### src/sv/tgsr_pkg.sv
// shared types and constants for the tile id to source rectangle unit
package tgsr_pkg;

	localparam int NUM_TILESETS_DEF = 4;
	localparam int TS_REGS          = 4;
	localparam int CFG_IDX_W        = 3;
	localparam int CFG_DATA_W       = 32;
	localparam int POS_W            = 12;
	localparam int COLS_W           = 13;
	localparam int TILE_W           = 9;
	localparam int GID_W            = 16;
	localparam int PROD_W           = GID_W + TILE_W;

	localparam logic [CFG_IDX_W-1:0] CFG_MAP_COLUMNS = 3'd0;
	localparam logic [CFG_IDX_W-1:0] CFG_TILE_WIDTH  = 3'd1;
	localparam logic [CFG_IDX_W-1:0] CFG_TILE_HEIGHT = 3'd2;
	localparam logic [CFG_IDX_W-1:0] CFG_TILESET_0   = 3'd3;
	localparam logic [CFG_IDX_W-1:0] CFG_TILESET_3   = 3'd6;

	localparam logic [COLS_W-1:0] MAP_COLS_MAX = 13'd4096;

	localparam logic [19:0] SCREEN_MAX = 20'hFFFFF;
	localparam logic [23:0] SRC_Y_MAX  = 24'hFFFFFF;

	// product slots of the shared multiplier
	localparam logic [1:0] TAG_SCREEN_X = 2'd0;
	localparam logic [1:0] TAG_SCREEN_Y = 2'd1;
	localparam logic [1:0] TAG_SOURCE_X = 2'd2;
	localparam logic [1:0] TAG_SOURCE_Y = 2'd3;

	typedef struct packed {
		logic [GID_W-1:0] gid;
		logic             map_start;
	} in_item_t;

	typedef struct packed {
		logic [1:0]       tileset_index;
		logic [GID_W-1:0] tile_id;
		logic [19:0]      screen_x;
		logic [19:0]      screen_y;
		logic [15:0]      source_x;
		logic [23:0]      source_y;
	} out_item_t;

	typedef struct packed {
		logic [COLS_W-1:0] map_columns;
		logic [TILE_W-1:0] tile_width;
		logic [TILE_W-1:0] tile_height;
	} cfg_t;

	typedef struct packed {
		logic             start;
		logic [GID_W-1:0] dividend;
		logic [GID_W-1:0] divisor;
	} div_req_t;

	typedef struct packed {
		logic             done;
		logic [GID_W-1:0] quotient;
		logic [GID_W-1:0] remainder;
	} div_rsp_t;

	typedef struct packed {
		logic              valid;
		logic [1:0]        tag;
		logic [GID_W-1:0]  a;
		logic [TILE_W-1:0] b;
	} mul_req_t;

	typedef struct packed {
		logic              valid;
		logic [1:0]        tag;
		logic [PROD_W-1:0] product;
	} mul_rsp_t;

endpackage

### src/sv/tgsr_if.sv
// valid/ready channels for tile ids in and source rectangles out
interface tgsr_in_if import tgsr_pkg::*; ();
	logic     valid;
	logic     ready;
	in_item_t data;

	modport source (output valid, output data, input ready);
	modport sink (input valid, input data, output ready);
endinterface

interface tgsr_out_if import tgsr_pkg::*; ();
	logic      valid;
	logic      ready;
	out_item_t data;

	modport source (output valid, output data, input ready);
	modport sink (input valid, input data, output ready);
endinterface

### src/sv/tgsr_div.sv
// shared radix-2 restoring divider, one quotient bit per cycle
module tgsr_div import tgsr_pkg::*; (
	input  logic     clk,
	input  logic     arst_n,
	input  div_req_t req,
	output div_rsp_t rsp
);
	logic [GID_W-1:0] quo_q;
	logic [GID_W-1:0] rem_q;
	logic [GID_W-1:0] dvs_q;
	logic [4:0]       cnt_q;
	logic             busy_q;
	logic             done_q;
	logic [GID_W:0]   shifted;
	logic [GID_W:0]   diff;
	logic             ge;

	assign shifted = {rem_q, quo_q[GID_W-1]};
	assign diff    = shifted - {1'b0, dvs_q};
	assign ge      = shifted >= {1'b0, dvs_q};

	always_ff @(posedge clk or negedge arst_n) begin
		if (!arst_n) begin
			busy_q <= 1'b0;
			done_q <= 1'b0;
			cnt_q  <= '0;
		end else begin
			done_q <= 1'b0;
			if (req.start) begin
				busy_q <= 1'b1;
				cnt_q  <= 5'(GID_W);
			end else if (busy_q) begin
				cnt_q <= cnt_q - 5'd1;
				if (cnt_q == 5'd1) begin
					busy_q <= 1'b0;
					done_q <= 1'b1;
				end
			end
		end
	end

	always_ff @(posedge clk) begin
		if (req.start) begin
			quo_q <= req.dividend;
			rem_q <= '0;
			dvs_q <= req.divisor;
		end else if (busy_q) begin
			rem_q <= ge ? diff[GID_W-1:0] : shifted[GID_W-1:0];
			quo_q <= {quo_q[GID_W-2:0], ge};
		end
	end

	assign rsp.done      = done_q;
	assign rsp.quotient  = quo_q;
	assign rsp.remainder = rem_q;
endmodule

### src/sv/tgsr_mul.sv
// shared 16x9 multiplier with a registered product and pass-through tag
module tgsr_mul import tgsr_pkg::*; (
	input  logic     clk,
	input  logic     arst_n,
	input  mul_req_t req,
	output mul_rsp_t rsp
);
	logic              valid_s1;
	logic [1:0]        tag_s1;
	logic [PROD_W-1:0] product_s1;

	always_ff @(posedge clk or negedge arst_n) begin
		if (!arst_n) begin
			valid_s1 <= 1'b0;
		end else begin
			valid_s1 <= req.valid;
		end
	end

	always_ff @(posedge clk) begin
		tag_s1     <= req.tag;
		product_s1 <= PROD_W'(req.a) * PROD_W'(req.b);
	end

	assign rsp.valid   = valid_s1;
	assign rsp.tag     = tag_s1;
	assign rsp.product = product_s1;
endmodule

### src/sv/tgsr_seq.sv
// sequencer: map position, tileset pick, and the steps through divider and multiplier
module tgsr_seq import tgsr_pkg::*; #(
	parameter int NUM_TILESETS = NUM_TILESETS_DEF,
	localparam int NUM_SEARCH  = (NUM_TILESETS < TS_REGS) ? NUM_TILESETS : TS_REGS
) (
	input  logic                        clk,
	input  logic                        arst_n,
	input  cfg_t                        cfg,
	input  logic [NUM_SEARCH-1:0][31:0] ts_words,
	input  logic                        item_valid,
	input  in_item_t                    item,
	output logic                        item_ready,
	output logic                        push,
	output out_item_t                   result,
	input  logic                        push_ready,
	output div_req_t                    div_req,
	input  div_rsp_t                    div_rsp,
	output mul_req_t                    mul_req,
	input  mul_rsp_t                    mul_rsp
);
	localparam logic [2:0] ST_IDLE = 3'd0;
	localparam logic [2:0] ST_SEL  = 3'd1;
	localparam logic [2:0] ST_DIV1 = 3'd2;
	localparam logic [2:0] ST_DIV2 = 3'd3;
	localparam logic [2:0] ST_MUL  = 3'd4;
	localparam logic [2:0] ST_MULW = 3'd5;
	localparam logic [2:0] ST_PUSH = 3'd6;

	logic [2:0]       state_q;
	logic [1:0]       k_q;
	logic [POS_W-1:0] col_q;
	logic [POS_W-1:0] row_q;
	logic [POS_W-1:0] cur_col_q;
	logic [POS_W-1:0] cur_row_q;
	logic [GID_W-1:0] gid_q;
	logic [GID_W-1:0] first_q;
	out_item_t        res_q;

	logic [POS_W-1:0]  base_col;
	logic [POS_W-1:0]  base_row;
	logic [COLS_W-1:0] cols_eff;
	logic              wrap;
	logic              found;
	logic [GID_W-1:0]  best_first;
	logic [GID_W-1:0]  best_img;
	logic [1:0]        best_idx;
	logic              go;
	logic              accept;

	assign accept     = item_valid && (state_q == ST_IDLE);
	assign item_ready = (state_q == ST_IDLE);
	assign push       = (state_q == ST_PUSH);
	assign result     = res_q;

	// position of this cell and the advance past it
	assign base_col = item.map_start ? '0 : col_q;
	assign base_row = item.map_start ? '0 : row_q;

	always_comb begin
		if (cfg.map_columns == '0) begin
			cols_eff = COLS_W'(1);
		end else if (cfg.map_columns > MAP_COLS_MAX) begin
			cols_eff = MAP_COLS_MAX;
		end else begin
			cols_eff = cfg.map_columns;
		end
	end

	assign wrap = ({1'b0, base_col} + COLS_W'(1)) >= cols_eff;

	// largest nonzero first id not above gid, lower index on a tie
	always_comb begin
		found      = 1'b0;
		best_first = '0;
		best_img   = '0;
		best_idx   = '0;
		for (int i = 0; i < NUM_SEARCH; i++) begin
			if (ts_words[i][15:0] != '0 && ts_words[i][15:0] <= gid_q &&
					ts_words[i][15:0] > best_first) begin
				found      = 1'b1;
				best_first = ts_words[i][15:0];
				best_img   = ts_words[i][31:16];
				best_idx   = 2'(i);
			end
		end
	end

	assign go = (gid_q != '0) && found && (cfg.tile_width != '0);

	always_comb begin
		div_req.start    = 1'b0;
		div_req.dividend = best_img;
		div_req.divisor  = GID_W'(cfg.tile_width);
		unique case (state_q)
			ST_SEL: begin
				div_req.start = go;
			end
			ST_DIV1: begin
				// second pass: offset by tile columns
				div_req.start    = div_rsp.done && (div_rsp.quotient != '0);
				div_req.dividend = gid_q - first_q;
				div_req.divisor  = div_rsp.quotient;
			end
			default: ;
		endcase
	end

	always_comb begin
		mul_req.valid = (state_q == ST_MUL);
		mul_req.tag   = k_q;
		case (k_q)
			TAG_SCREEN_X: begin
				mul_req.a = GID_W'(cur_col_q);
				mul_req.b = cfg.tile_width;
			end
			TAG_SCREEN_Y: begin
				mul_req.a = GID_W'(cur_row_q);
				mul_req.b = cfg.tile_height;
			end
			TAG_SOURCE_X: begin
				mul_req.a = div_rsp.remainder;
				mul_req.b = cfg.tile_width;
			end
			default: begin
				mul_req.a = div_rsp.quotient;
				mul_req.b = cfg.tile_height;
			end
		endcase
	end

	always_ff @(posedge clk or negedge arst_n) begin
		if (!arst_n) begin
			state_q <= ST_IDLE;
			k_q     <= '0;
			col_q   <= '0;
			row_q   <= '0;
		end else begin
			unique case (state_q)
				ST_IDLE: begin
					if (item_valid) begin
						state_q <= ST_SEL;
						if (wrap) begin
							col_q <= '0;
							row_q <= base_row + POS_W'(1);
						end else begin
							col_q <= base_col + POS_W'(1);
							row_q <= base_row;
						end
					end
				end
				ST_SEL: begin
					state_q <= go ? ST_DIV1 : ST_IDLE;
				end
				ST_DIV1: begin
					if (div_rsp.done) begin
						state_q <= (div_rsp.quotient != '0) ? ST_DIV2 : ST_IDLE;
					end
				end
				ST_DIV2: begin
					if (div_rsp.done) begin
						state_q <= ST_MUL;
						k_q     <= '0;
					end
				end
				ST_MUL: begin
					k_q <= k_q + 2'd1;
					if (k_q == TAG_SOURCE_Y) begin
						state_q <= ST_MULW;
					end
				end
				ST_MULW: begin
					state_q <= ST_PUSH;
				end
				ST_PUSH: begin
					if (push_ready) begin
						state_q <= ST_IDLE;
					end
				end
				default: begin
					state_q <= ST_IDLE;
				end
			endcase
		end
	end

	always_ff @(posedge clk) begin
		if (accept) begin
			gid_q     <= item.gid;
			cur_col_q <= base_col;
			cur_row_q <= base_row;
		end
		if (state_q == ST_SEL) begin
			first_q             <= best_first;
			res_q.tileset_index <= best_idx;
			res_q.tile_id       <= gid_q;
		end
		if (mul_rsp.valid) begin
			case (mul_rsp.tag)
				TAG_SCREEN_X: begin
					res_q.screen_x <= (mul_rsp.product > PROD_W'(SCREEN_MAX)) ?
						SCREEN_MAX : mul_rsp.product[19:0];
				end
				TAG_SCREEN_Y: begin
					res_q.screen_y <= (mul_rsp.product > PROD_W'(SCREEN_MAX)) ?
						SCREEN_MAX : mul_rsp.product[19:0];
				end
				TAG_SOURCE_X: begin
					res_q.source_x <= mul_rsp.product[15:0];
				end
				default: begin
					res_q.source_y <= (mul_rsp.product > PROD_W'(SRC_Y_MAX)) ?
						SRC_Y_MAX : mul_rsp.product[23:0];
				end
			endcase
		end
	end
endmodule

### src/sv/tile_gid_to_source_rect_unit.sv
// tile id to tileset source rectangle: top level with config registers and output register
//
// Takes map tile ids in row-major order and returns, for each nonempty id that
// falls in a usable tileset, the tileset index, the id, the screen position of
// the cell and the pixel position of the tile inside the tileset image. One
// id is handled at a time: tile_ch.ready is high only while the unit is idle.
// An empty id, an id below every tileset, a zero tile width or an image narrower
// than one tile gives no result; a result may wait for the output register to drain.
// Each result takes two 16-step passes through the one shared radix-2 divider
// (image width by tile width, then tile offset by tile columns) and four passes
// through the one shared multiplier. The output register lets the next id be
// taken while a result still waits. The user must write configuration through
// cfg_we, cfg_index and cfg_data only while the unit is idle; the block itself
// does not enforce this. Writes to unknown indexes are ignored.
module tile_gid_to_source_rect_unit import tgsr_pkg::*; #(
	parameter int NUM_TILESETS = NUM_TILESETS_DEF
) (
	input  logic                  clk,
	input  logic                  arst_n,
	tgsr_in_if.sink               tile_ch,
	tgsr_out_if.source            rect_ch,
	input  logic                  cfg_we,
	input  logic [CFG_IDX_W-1:0]  cfg_index,
	input  logic [CFG_DATA_W-1:0] cfg_data
);
	localparam int NUM_SEARCH = (NUM_TILESETS < TS_REGS) ? NUM_TILESETS : TS_REGS;

	cfg_t                        cfg_q;
	logic [NUM_SEARCH-1:0][31:0] ts_q;
	logic                        out_valid_q;
	out_item_t                   out_data_q;
	logic                        push;
	logic                        push_ready;
	out_item_t                   result;
	div_req_t                    div_req;
	div_rsp_t                    div_rsp;
	mul_req_t                    mul_req;
	mul_rsp_t                    mul_rsp;

	always_ff @(posedge clk or negedge arst_n) begin
		if (!arst_n) begin
			cfg_q.map_columns <= COLS_W'(1);
			cfg_q.tile_width  <= TILE_W'(32);
			cfg_q.tile_height <= TILE_W'(32);
			ts_q              <= '0;
		end else if (cfg_we) begin
			unique case (cfg_index) inside
				CFG_MAP_COLUMNS: cfg_q.map_columns <= cfg_data[COLS_W-1:0];
				CFG_TILE_WIDTH:  cfg_q.tile_width  <= cfg_data[TILE_W-1:0];
				CFG_TILE_HEIGHT: cfg_q.tile_height <= cfg_data[TILE_W-1:0];
				[CFG_TILESET_0:CFG_TILESET_3]: begin
					// words past the searched tilesets have no storage
					for (int i = 0; i < NUM_SEARCH; i++) begin
						if (cfg_index == CFG_IDX_W'(CFG_TILESET_0 + i)) begin
							ts_q[i] <= cfg_data;
						end
					end
				end
				default: ;
			endcase
		end
	end

	tgsr_seq #(
		.NUM_TILESETS(NUM_TILESETS)
	) u_seq (
		.clk        (clk),
		.arst_n     (arst_n),
		.cfg        (cfg_q),
		.ts_words   (ts_q),
		.item_valid (tile_ch.valid),
		.item       (tile_ch.data),
		.item_ready (tile_ch.ready),
		.push       (push),
		.result     (result),
		.push_ready (push_ready),
		.div_req    (div_req),
		.div_rsp    (div_rsp),
		.mul_req    (mul_req),
		.mul_rsp    (mul_rsp)
	);

	tgsr_div u_div (
		.clk    (clk),
		.arst_n (arst_n),
		.req    (div_req),
		.rsp    (div_rsp)
	);

	tgsr_mul u_mul (
		.clk    (clk),
		.arst_n (arst_n),
		.req    (mul_req),
		.rsp    (mul_rsp)
	);

	assign push_ready = !out_valid_q || rect_ch.ready;

	always_ff @(posedge clk or negedge arst_n) begin
		if (!arst_n) begin
			out_valid_q <= 1'b0;
		end else if (push && push_ready) begin
			out_valid_q <= 1'b1;
		end else if (rect_ch.ready) begin
			out_valid_q <= 1'b0;
		end
	end

	always_ff @(posedge clk) begin
		if (push && push_ready) begin
			out_data_q <= result;
		end
	end

	assign rect_ch.valid = out_valid_q;
	assign rect_ch.data  = out_data_q;
endmodule
### src/flat_wrapper.sv
// flat-port wrapper written by rule: the top's interface ports become plain ports
module tile_gid_to_source_rect_unit_flat import tgsr_pkg::*;
#(
	parameter int NUM_TILESETS = NUM_TILESETS_DEF
)
  (clk, arst_n, cfg_we, cfg_index, cfg_data, tile_ch_valid, tile_ch_data, tile_ch_ready, rect_ch_valid, rect_ch_data, rect_ch_ready);
  tgsr_in_if tile_ch_i ();
  tgsr_out_if rect_ch_i ();
  input  logic clk;
  input  logic arst_n;
  input  logic cfg_we;
  input  logic [CFG_IDX_W-1:0] cfg_index;
  input  logic [CFG_DATA_W-1:0] cfg_data;
  input wire logic [$bits(tile_ch_i.valid)-1:0] tile_ch_valid;
  input wire logic [$bits(tile_ch_i.data)-1:0] tile_ch_data;
  output wire logic [$bits(tile_ch_i.ready)-1:0] tile_ch_ready;
  output wire logic [$bits(rect_ch_i.valid)-1:0] rect_ch_valid;
  output wire logic [$bits(rect_ch_i.data)-1:0] rect_ch_data;
  input wire logic [$bits(rect_ch_i.ready)-1:0] rect_ch_ready;
  assign tile_ch_i.valid = tile_ch_valid;
  assign tile_ch_i.data = tile_ch_data;
  assign tile_ch_ready = tile_ch_i.ready;
  assign rect_ch_valid = rect_ch_i.valid;
  assign rect_ch_data = rect_ch_i.data;
  assign rect_ch_i.ready = rect_ch_ready;
  tile_gid_to_source_rect_unit #(.NUM_TILESETS(NUM_TILESETS)) u_core (.clk(clk), .arst_n(arst_n), .tile_ch(tile_ch_i), .rect_ch(rect_ch_i), .cfg_we(cfg_we), .cfg_index(cfg_index), .cfg_data(cfg_data));
endmodule
### config.mk
export PLATFORM = sky130hd
export DESIGN_NAME = tile_gid_to_source_rect_unit_flat
export DESIGN_NICKNAME = d
export VERILOG_FILES = /design/src/sv/tgsr_pkg.sv /design/src/sv/tgsr_if.sv /design/src/sv/tgsr_div.sv /design/src/sv/tgsr_mul.sv /design/src/sv/tgsr_seq.sv /design/src/sv/tile_gid_to_source_rect_unit.sv /design/src/flat_wrapper.sv
export SDC_FILE = /design/constraint.sdc
export NUM_CORES = 1
export LEC_CHECK = 0
export BUFFER_PORTS_ARGS = -buffer_cell sky130_fd_sc_hd__buf_2
export CORE_ASPECT_RATIO = 1.5
export CORE_MARGIN = 5
export CORE_UTILIZATION = 55
export DETAILED_ROUTE_END_ITERATION = 16
export PLACE_DENSITY_LB_ADDON = 0.2
export SLEW_MARGIN = 10
export SYNTH_ARGS = -nofsm -noshare
export SYNTH_HDL_FRONTEND = slang
export SYNTH_SLANG_ARGS = --single-unit
### constraint.sdc
create_clock -name clk -period 8.8 [get_ports clk]
set_input_delay 0.88 -clock clk [delete_from_list [all_inputs] [get_ports clk]]
set_output_delay 0.88 -clock clk [all_outputs]
set_load 0.05 [all_outputs]
Word level (Yosys, flattened, before mapping)
Index checks and enable logic that the tools add are counted.
{"block": "classes", "add_sub_neg": 7, "multipliers": 1, "order_cmp": 15, "eq_ne": 23, "muxes": 47, "bitwise_logic": 1, "n_reduce_logical": 47}
{"op": "$mux 16", "n": 11}
{"op": "$reduce_bool 16->1", "n": 6}
{"op": "$pmux 25 s3", "n": 1}
{"op": "$le 16x16->1", "n": 4}
{"op": "$gt 16x16->1", "n": 3}
{"op": "$mux 12", "n": 4}
{"op": "$mux 32", "n": 1}
{"op": "$sub 16x16->16", "n": 2}
{"op": "$mux 13", "n": 2}
{"op": "$gt 25x20->1 const B", "n": 1}
{"op": "$gt 25x24->1 const B", "n": 1}
{"op": "$mul 16x9->25", "n": 1}
{"op": "$add 12x1->12 const B", "n": 2}
{"op": "$pmux 3 s7", "n": 1}
{"op": "$mux 20", "n": 1}
{"op": "$eq 3x3->1 const B", "n": 6}
{"op": "$reduce_and 2->1", "n": 9}
{"op": "$ge 17x16->1", "n": 1}
{"op": "$gt 16x1->1 const B", "n": 1}
{"op": "$mux 3", "n": 5}
{"op": "$logic_and 1x1->1", "n": 14}
{"op": "$mux 1", "n": 14}
{"op": "$add 12x1->13 const B", "n": 1}
{"op": "$ge 13x13->1", "n": 1}
{"op": "28 further kinds", "n": 48}
{"block": "word_totals", "ff_bits": 524, "input_bits": 57, "output_inout_bits": 100, "elab_cells": 180}

Longest topological paths before layout
{"block": "logic_depth", "depth_word": 17, "depth_mapped": 47, "depth_no_buf": 39}

Modules after synthesis
From an unflattened synthesis, not the netlist that was laid out.
{"block": "hier_totals", "hier_cells": 2575, "hier_area_um2": 30224.0}
{"module": "tgsr_seq", "instances": 1, "cells_per_inst": 1278, "area_each_um2": 12982.5, "seq_area_each_um2": 5350.1}
{"module": "tile_gid_to_source_rect_unit", "instances": 1, "cells_per_inst": 444, "area_each_um2": 9078.7, "seq_area_each_um2": 6950.4}
{"module": "tgsr_mul", "instances": 1, "cells_per_inst": 571, "area_each_um2": 5128.7, "seq_area_each_um2": 565.5}
{"module": "tgsr_div", "instances": 1, "cells_per_inst": 282, "area_each_um2": 3034.2, "seq_area_each_um2": 1456.4}

Worst setup path after synthesis
No wires, ideal clock.
{"block": "synth_path", "path_type": "register to register", "from": "register u_core.u_seq.gid_q[13]", "to": "register u_core.u_div.quo_q[0], enable pin", "setup_time_ns": 0.362, "t_arrival_ns": 8.822, "required_time_ns": 8.438, "setup_slack_ns": -0.385, "path_stages_with_launch": 47, "path_buffers": 9, "synth_period_minus_slack_ns": 9.185, "cell_sequence": "edfxtp_1 -> inv_1 -> ha_1 -> a21o_1 -> a21o_1 -> a2111o_1 -> o31ai_4 -> and2_1 -> clkbuf_1 -> clkbuf_1 -> nand2_1 -> ha_1 -> nand4_1 -> nor4_2 -> a21boi_1 -> o41ai_1 -> nor3_1 -> clkbuf_1 -> [11 not listed] -> buf_6 -> buf_6 -> buf_2 -> nand2_1 -> o21ai_1 -> ha_1 -> nor2b_1 -> o21a_1 -> o21a_1 -> o211ai_1 -> a21o_1 -> a21oi_1 -> o211ai_1 -> a31oi_4 -> nor2_2 -> buf_2 -> buf_6 -> nand2_1"}
{"block": "synth_between", "elab_chain_len": 17, "word_cells_on_any_way": 27, "classes_between": "7 x order compare; 8 x mux; 12 x reduce/logical"}
{"item": "start: declaration", "line": "tgsr_seq.sv:35", "source": "logic [GID_W-1:0] gid_q;"}
{"item": "start signal: assignment", "line": "tgsr_seq.sv:188", "source": "gid_q <= item.gid;"}
{"item": "$le 16x16->1", "line": "tgsr_seq.sv:78", "source": "if (ts_words[i][15:0] != '0 && ts_words[i][15:0] <= gid_q &&"}
{"item": "$logic_and 1x1->1 (2 in series)", "line": "tgsr_seq.sv:78"}
{"item": "$mux 16", "line": "tgsr_seq.sv:78"}
{"item": "$gt 16x16->1", "line": "tgsr_seq.sv:79", "source": "ts_words[i][15:0] > best_first) begin"}
{"item": "$logic_and 1x1->1", "line": "tgsr_seq.sv:78"}
{"item": "$mux 16", "line": "tgsr_seq.sv:78"}
{"item": "$gt 16x16->1", "line": "tgsr_seq.sv:79"}
{"item": "$logic_and 1x1->1", "line": "tgsr_seq.sv:78"}
{"item": "$mux 16", "line": "tgsr_seq.sv:78"}
{"item": "$gt 16x16->1", "line": "tgsr_seq.sv:79"}
{"item": "$logic_and 1x1->1", "line": "tgsr_seq.sv:78"}
{"item": "$mux 1", "line": "tgsr_seq.sv:78"}
{"item": "$logic_and 1x1->1 (*) (2 in series)", "line": "tgsr_seq.sv:88", "source": "assign go = (gid_q != '0) && found && (cfg.tile_width != '0);"}
{"item": "$pmux 1 s2 (*)", "line": "tgsr_seq.sv:94", "source": "unique case (state_q)"}
{"item": "$reduce_bool 2->1 (no source line) (*)"}
{"item": "end signal: assignment", "line": "tgsr_div.sv:44", "source": "quo_q <= req.dividend;"}
{"item": "end signal: assignment", "line": "tgsr_div.sv:49", "source": "quo_q <= {quo_q[GID_W-2:0], ge};"}
{"item": "end: declaration", "line": "tgsr_div.sv:8", "source": "logic [GID_W-1:0] quo_q;"}
Every way passes the cells marked *; elsewhere a longest branch is shown, timed or not.
A chain may end at the register's enable or synchronous reset.

Worst setup path after layout
{"block": "layout_path", "from": "register u_core.u_seq.gid_q[13]", "to": "register u_core.u_div.quo_q[8], data pin"}
{"block": "layout_between", "elab_chain_len": 17, "word_cells_on_any_way": 32, "classes_between": "7 x order compare; 14 x mux; 11 x reduce/logical"}
{"item": "$le 16x16->1", "line": "tgsr_seq.sv:78"}
{"item": "$logic_and 1x1->1 (2 in series)", "line": "tgsr_seq.sv:78"}
{"item": "$mux 16", "line": "tgsr_seq.sv:78"}
{"item": "$gt 16x16->1", "line": "tgsr_seq.sv:79"}
{"item": "$logic_and 1x1->1", "line": "tgsr_seq.sv:78"}
{"item": "$mux 16", "line": "tgsr_seq.sv:78"}
{"item": "$gt 16x16->1", "line": "tgsr_seq.sv:79"}
{"item": "$logic_and 1x1->1", "line": "tgsr_seq.sv:78"}
{"item": "$mux 16", "line": "tgsr_seq.sv:78"}
{"item": "$gt 16x16->1", "line": "tgsr_seq.sv:79"}
{"item": "$logic_and 1x1->1", "line": "tgsr_seq.sv:78"}
{"item": "$mux 1", "line": "tgsr_seq.sv:78"}
{"item": "$logic_and 1x1->1 (2 in series)", "line": "tgsr_seq.sv:88"}
{"item": "$pmux 1 s2", "line": "tgsr_seq.sv:94"}
{"item": "$mux 16 (*)", "line": "tgsr_div.sv:43", "source": "if (req.start) begin"}
Marked as above.

==> flow_metrics.env <==
export IMPL_crit_slowest_cell="a311o_2"
export IMPL_dieHeight_um=291
export IMPL_die_area_mm2=0.0576
export IMPL_yosysTopAreaCell="edfxtp_1"
export IMPL_p_per_area_mw_per_mm2=293
export IMPL_track_usage=0.269
export IMPL_power_leakage_nw=14.3
export IMPL_syn_area_mm2=0.0290
export IMPL_route_detailed_wl_per_inst_um=22.5
export IMPL_hpwl_um=59400
export IMPL_clkPwrFrac=0.221
export IMPL_io_buffers=156
export IMPL_path_clk_slew_ns=0.07
export IMPL_fmax_mhz=118
export IMPL_hold_viol=0
export IMPL_synth_area_top_cells="edfxtp_1, dfrtp_1, ha_1"
export IMPL_p_seq_frac=0.359
export IMPL_ys_types=76
export IMPL_ys_warn_count=0
export IMPL_syn2layout_area_growth_pct=13.1
export IMPL_fin_crit_ns=8.48
export IMPL_crit_arrival_ns=8.84
export IMPL_die_width_um=198
export IMPL_netlist_top_cells_count="edfxtp_1, nand2_1, ha_1"
export IMPL_drive_above_1_share=0.204
export IMPL_startpoint_type="flop"
export IMPL_synth_top_cell_area_share=0.294
export IMPL_grt_ovfl_total=0
export IMPL_cts_root_buf="clkbuf_16"
export IMPL_initial_core_util=0.554
export IMPL_grt_pass1_wl_um=120000
export IMPL_stdcell_count=3438
export IMPL_drc=0
export IMPL_grt_start_max_net_pins=76
export IMPL_num_rows=103
export IMPL_timing_max_cap_violations=0
export IMPL_syn_instance_count=2514
export IMPL_end_kind="flop"
export IMPL_ys_flop_type="edfxtp_1"
export IMPL_critPathMaxStageDelay_ns=0.43
export IMPL_drtIter0Drc=1098
export IMPL_ant_nets=0
export IMPL_nNetsFinal=3082
export IMPL_clk_latency_ns=0.60
export IMPL_final_setup_skew_ns=0.0400
export IMPL_synthesis_nets=2880
export IMPL_wl_um=77400
export IMPL_syn_avg_cell_area_um2=11.6
export IMPL_fin_crit_sh=0.964
export IMPL_hold_worst_slack_ns=0.273
export IMPL_cts_buffers_inserted=48
export IMPL_slew_viol_final=0
export IMPL_cts_path_max_buffers=3
export IMPL_ff2ff_path_depth=44
export IMPL_fill_cells=4177
export IMPL_antenna_found_initial=0
export IMPL_cts_htree_levels=2
export IMPL_max_slew_worst_pin_slew_ns=1.17
export IMPL_yosysSeqAreaShare=0.493
export IMPL_crit_type="reg2reg"
export IMPL_internal_power_mw=5.99
export IMPL_first_pass_iters=7
export IMPL_via_count=20400
export IMPL_crit_path_frequent_cell="a21o_1"
export IMPL_outcome="finished, final reports clean"
export IMPL_ir_drop_uv=184
export IMPL_coreArea_mm2=0.0525
export IMPL_async_flop_share=0.376
export IMPL_num_antenna_cells=0
export IMPL_grt_pass1_vias=21300
export IMPL_cp_max_fo=19
export IMPL_cts_tree="yes"
export IMPL_min_path_type="in2async"
export IMPL_setup_viol=0
export IMPL_relSlewSlack=0.221
export IMPL_ys_ff_latch=524
export IMPL_place_gp_congestion=0.962
export IMPL_cts_sinks=524
export IMPL_swShare=0.378
export IMPL_dp_cells=3336
export IMPL_synth_edf_count=284
export IMPL_switchingPower_mw=3.64
export IMPL_critical_path_required_ns=9.16
export IMPL_vias_per_cell=5.94
export IMPL_io_pins=157
export IMPL_synth_most_common_cell="edfxtp_1"
export IMPL_power_frac_comb=0.420
[routing by layer]
layer / vias to the layer above / wire (um) / global-route usage
li1: 9385 / - / -
met1: 10100 / 27600 / 0.297
met2: 646 / 40800 / 0.488
met3: 264 / 3350 / 0.0327
met4: 0 / 5750 / 0.162
met5: - / 0 / 0
[what timing repair did]
| item | 4_1_cts | 5_1_grt |
|---|---|---|
| endpoints found under the setup margin | 51 | 75 |
| hold buffers | 0 | 0 |
| pin swaps | 1 | 15 |
| buffers inserted | 3 | 5 |
| cloned | 1 | 3 |
| gates resized for setup | 3 | 36 |
[worst max-delay path, delay by kind of cell (launching register included)]
kind	cells	cell delay [ns]
simple gates	14	2.07
compound gates	18	3.54
fa+ha+maj	4	1.07
flops	1	0.42
buf+inv	8	1.13
[sequential cells by signal, summed over array words and instances (netlist names), 16 cells and up]
register                 count
u_core.ts_q                128
u_core.rect_ch.data         98
u_core.u_seq.result         98
u_core.cfg_q                31
u_core.u_mul.product_s1     25
u_core.u_div.dvs_q          16
u_core.u_div.quo_q          16
u_core.u_div.rem_q          16
u_core.u_seq.first_q        16
u_core.u_seq.gid_q          16
[path summary, 6_finish.rpt]
kind                                              start                 endpoint  slack (ns)
worst max-delay path             u_core.u_seq.gid_q[13]    u_core.u_div.quo_q[8]        0.32
worst min-delay path                             arst_n          u_core.ts_q[55]        0.27
worst max register to register   u_core.u_seq.gid_q[13]    u_core.u_div.quo_q[8]        0.32
worst min register to register  u_core.u_seq.result[25]  u_core.rect_ch.data[25]        0.41
max in group asynchronous                        arst_n          u_core.ts_q[47]        7.14
min in group clk                u_core.u_seq.result[25]  u_core.rect_ch.data[25]        0.41
[per-stage QoR]
stage,power (mW),utilization,area (um^2),worst slack (ns),setup TNS [ns]
after CTS,9.55,0.622,32600,0.000614,0
final,9.63,0.626,32800,0.320,0
after global placement,7.21,0.590,31000,0.146,0
after floorplan,6.18,-,29100,0.0436,0
after global routing,10.2,0.626,32800,-0.0497,-0.307
after detailed placement,7.35,0.590,31000,-0.151,-3.14
[power by group through the flow]
stage               clock network (mW)  logic, mW  registers [mW]
floorplan                            0       2.85            3.32
global placement                     0       3.74            3.47
detailed placement                   0       3.86            3.49
CTS                               2.17       3.94            3.44
global route                      2.26       4.49            3.49
finish                            2.12       4.05            3.46
[cell type report]
| cell class | count | area (um^2) | area share |
|---|---|---|---|
| Inverter | 179 | 677 | 0.0206 |
| Clock inverter | 26 | 280 | 0.00853 |
| Timing Repair Buffer | 241 | 1520 | 0.0464 |
| Clock buffer | 64 | 1340 | 0.0406 |
| Sequential cell | 524 | 14300 | 0.436 |
| Multi-Input combinational cell | 1722 | 13900 | 0.422 |
| Tap cell | 682 | 853 | 0.0260 |
[kinds of logic after synthesis]
| family | Yosys count | share of synthesized area |
|---|---|---|
| simple gates | 736 | 0.122 |
| flops | 524 | 0.493 |
| compound gates | 424 | 0.0979 |
| fa+ha+maj | 309 | 0.159 |
| buf+inv | 270 | 0.0364 |
| mux | 193 | 0.0736 |
| xor+xnor | 58 | 0.0175 |
[placed cells by master, fill, tap and decap left out, drive strengths merged, types with 38 or more instances in the layout]
master	Yosys	layout
a21o	42	42
a21oi	103	103
a22o	38	38
and2	46	47
buf	12	238
clkbuf	79	67
dfrtp	194	194
dfxtp	43	43
edfxtp	284	284
fa	101	101
ha	208	208
inv	178	180
mux2	165	165
nand2	273	273
nor2	139	139
nor2b	44	44
o21ai	94	94
No activity file was read; power rests on OpenSTA's default activity.
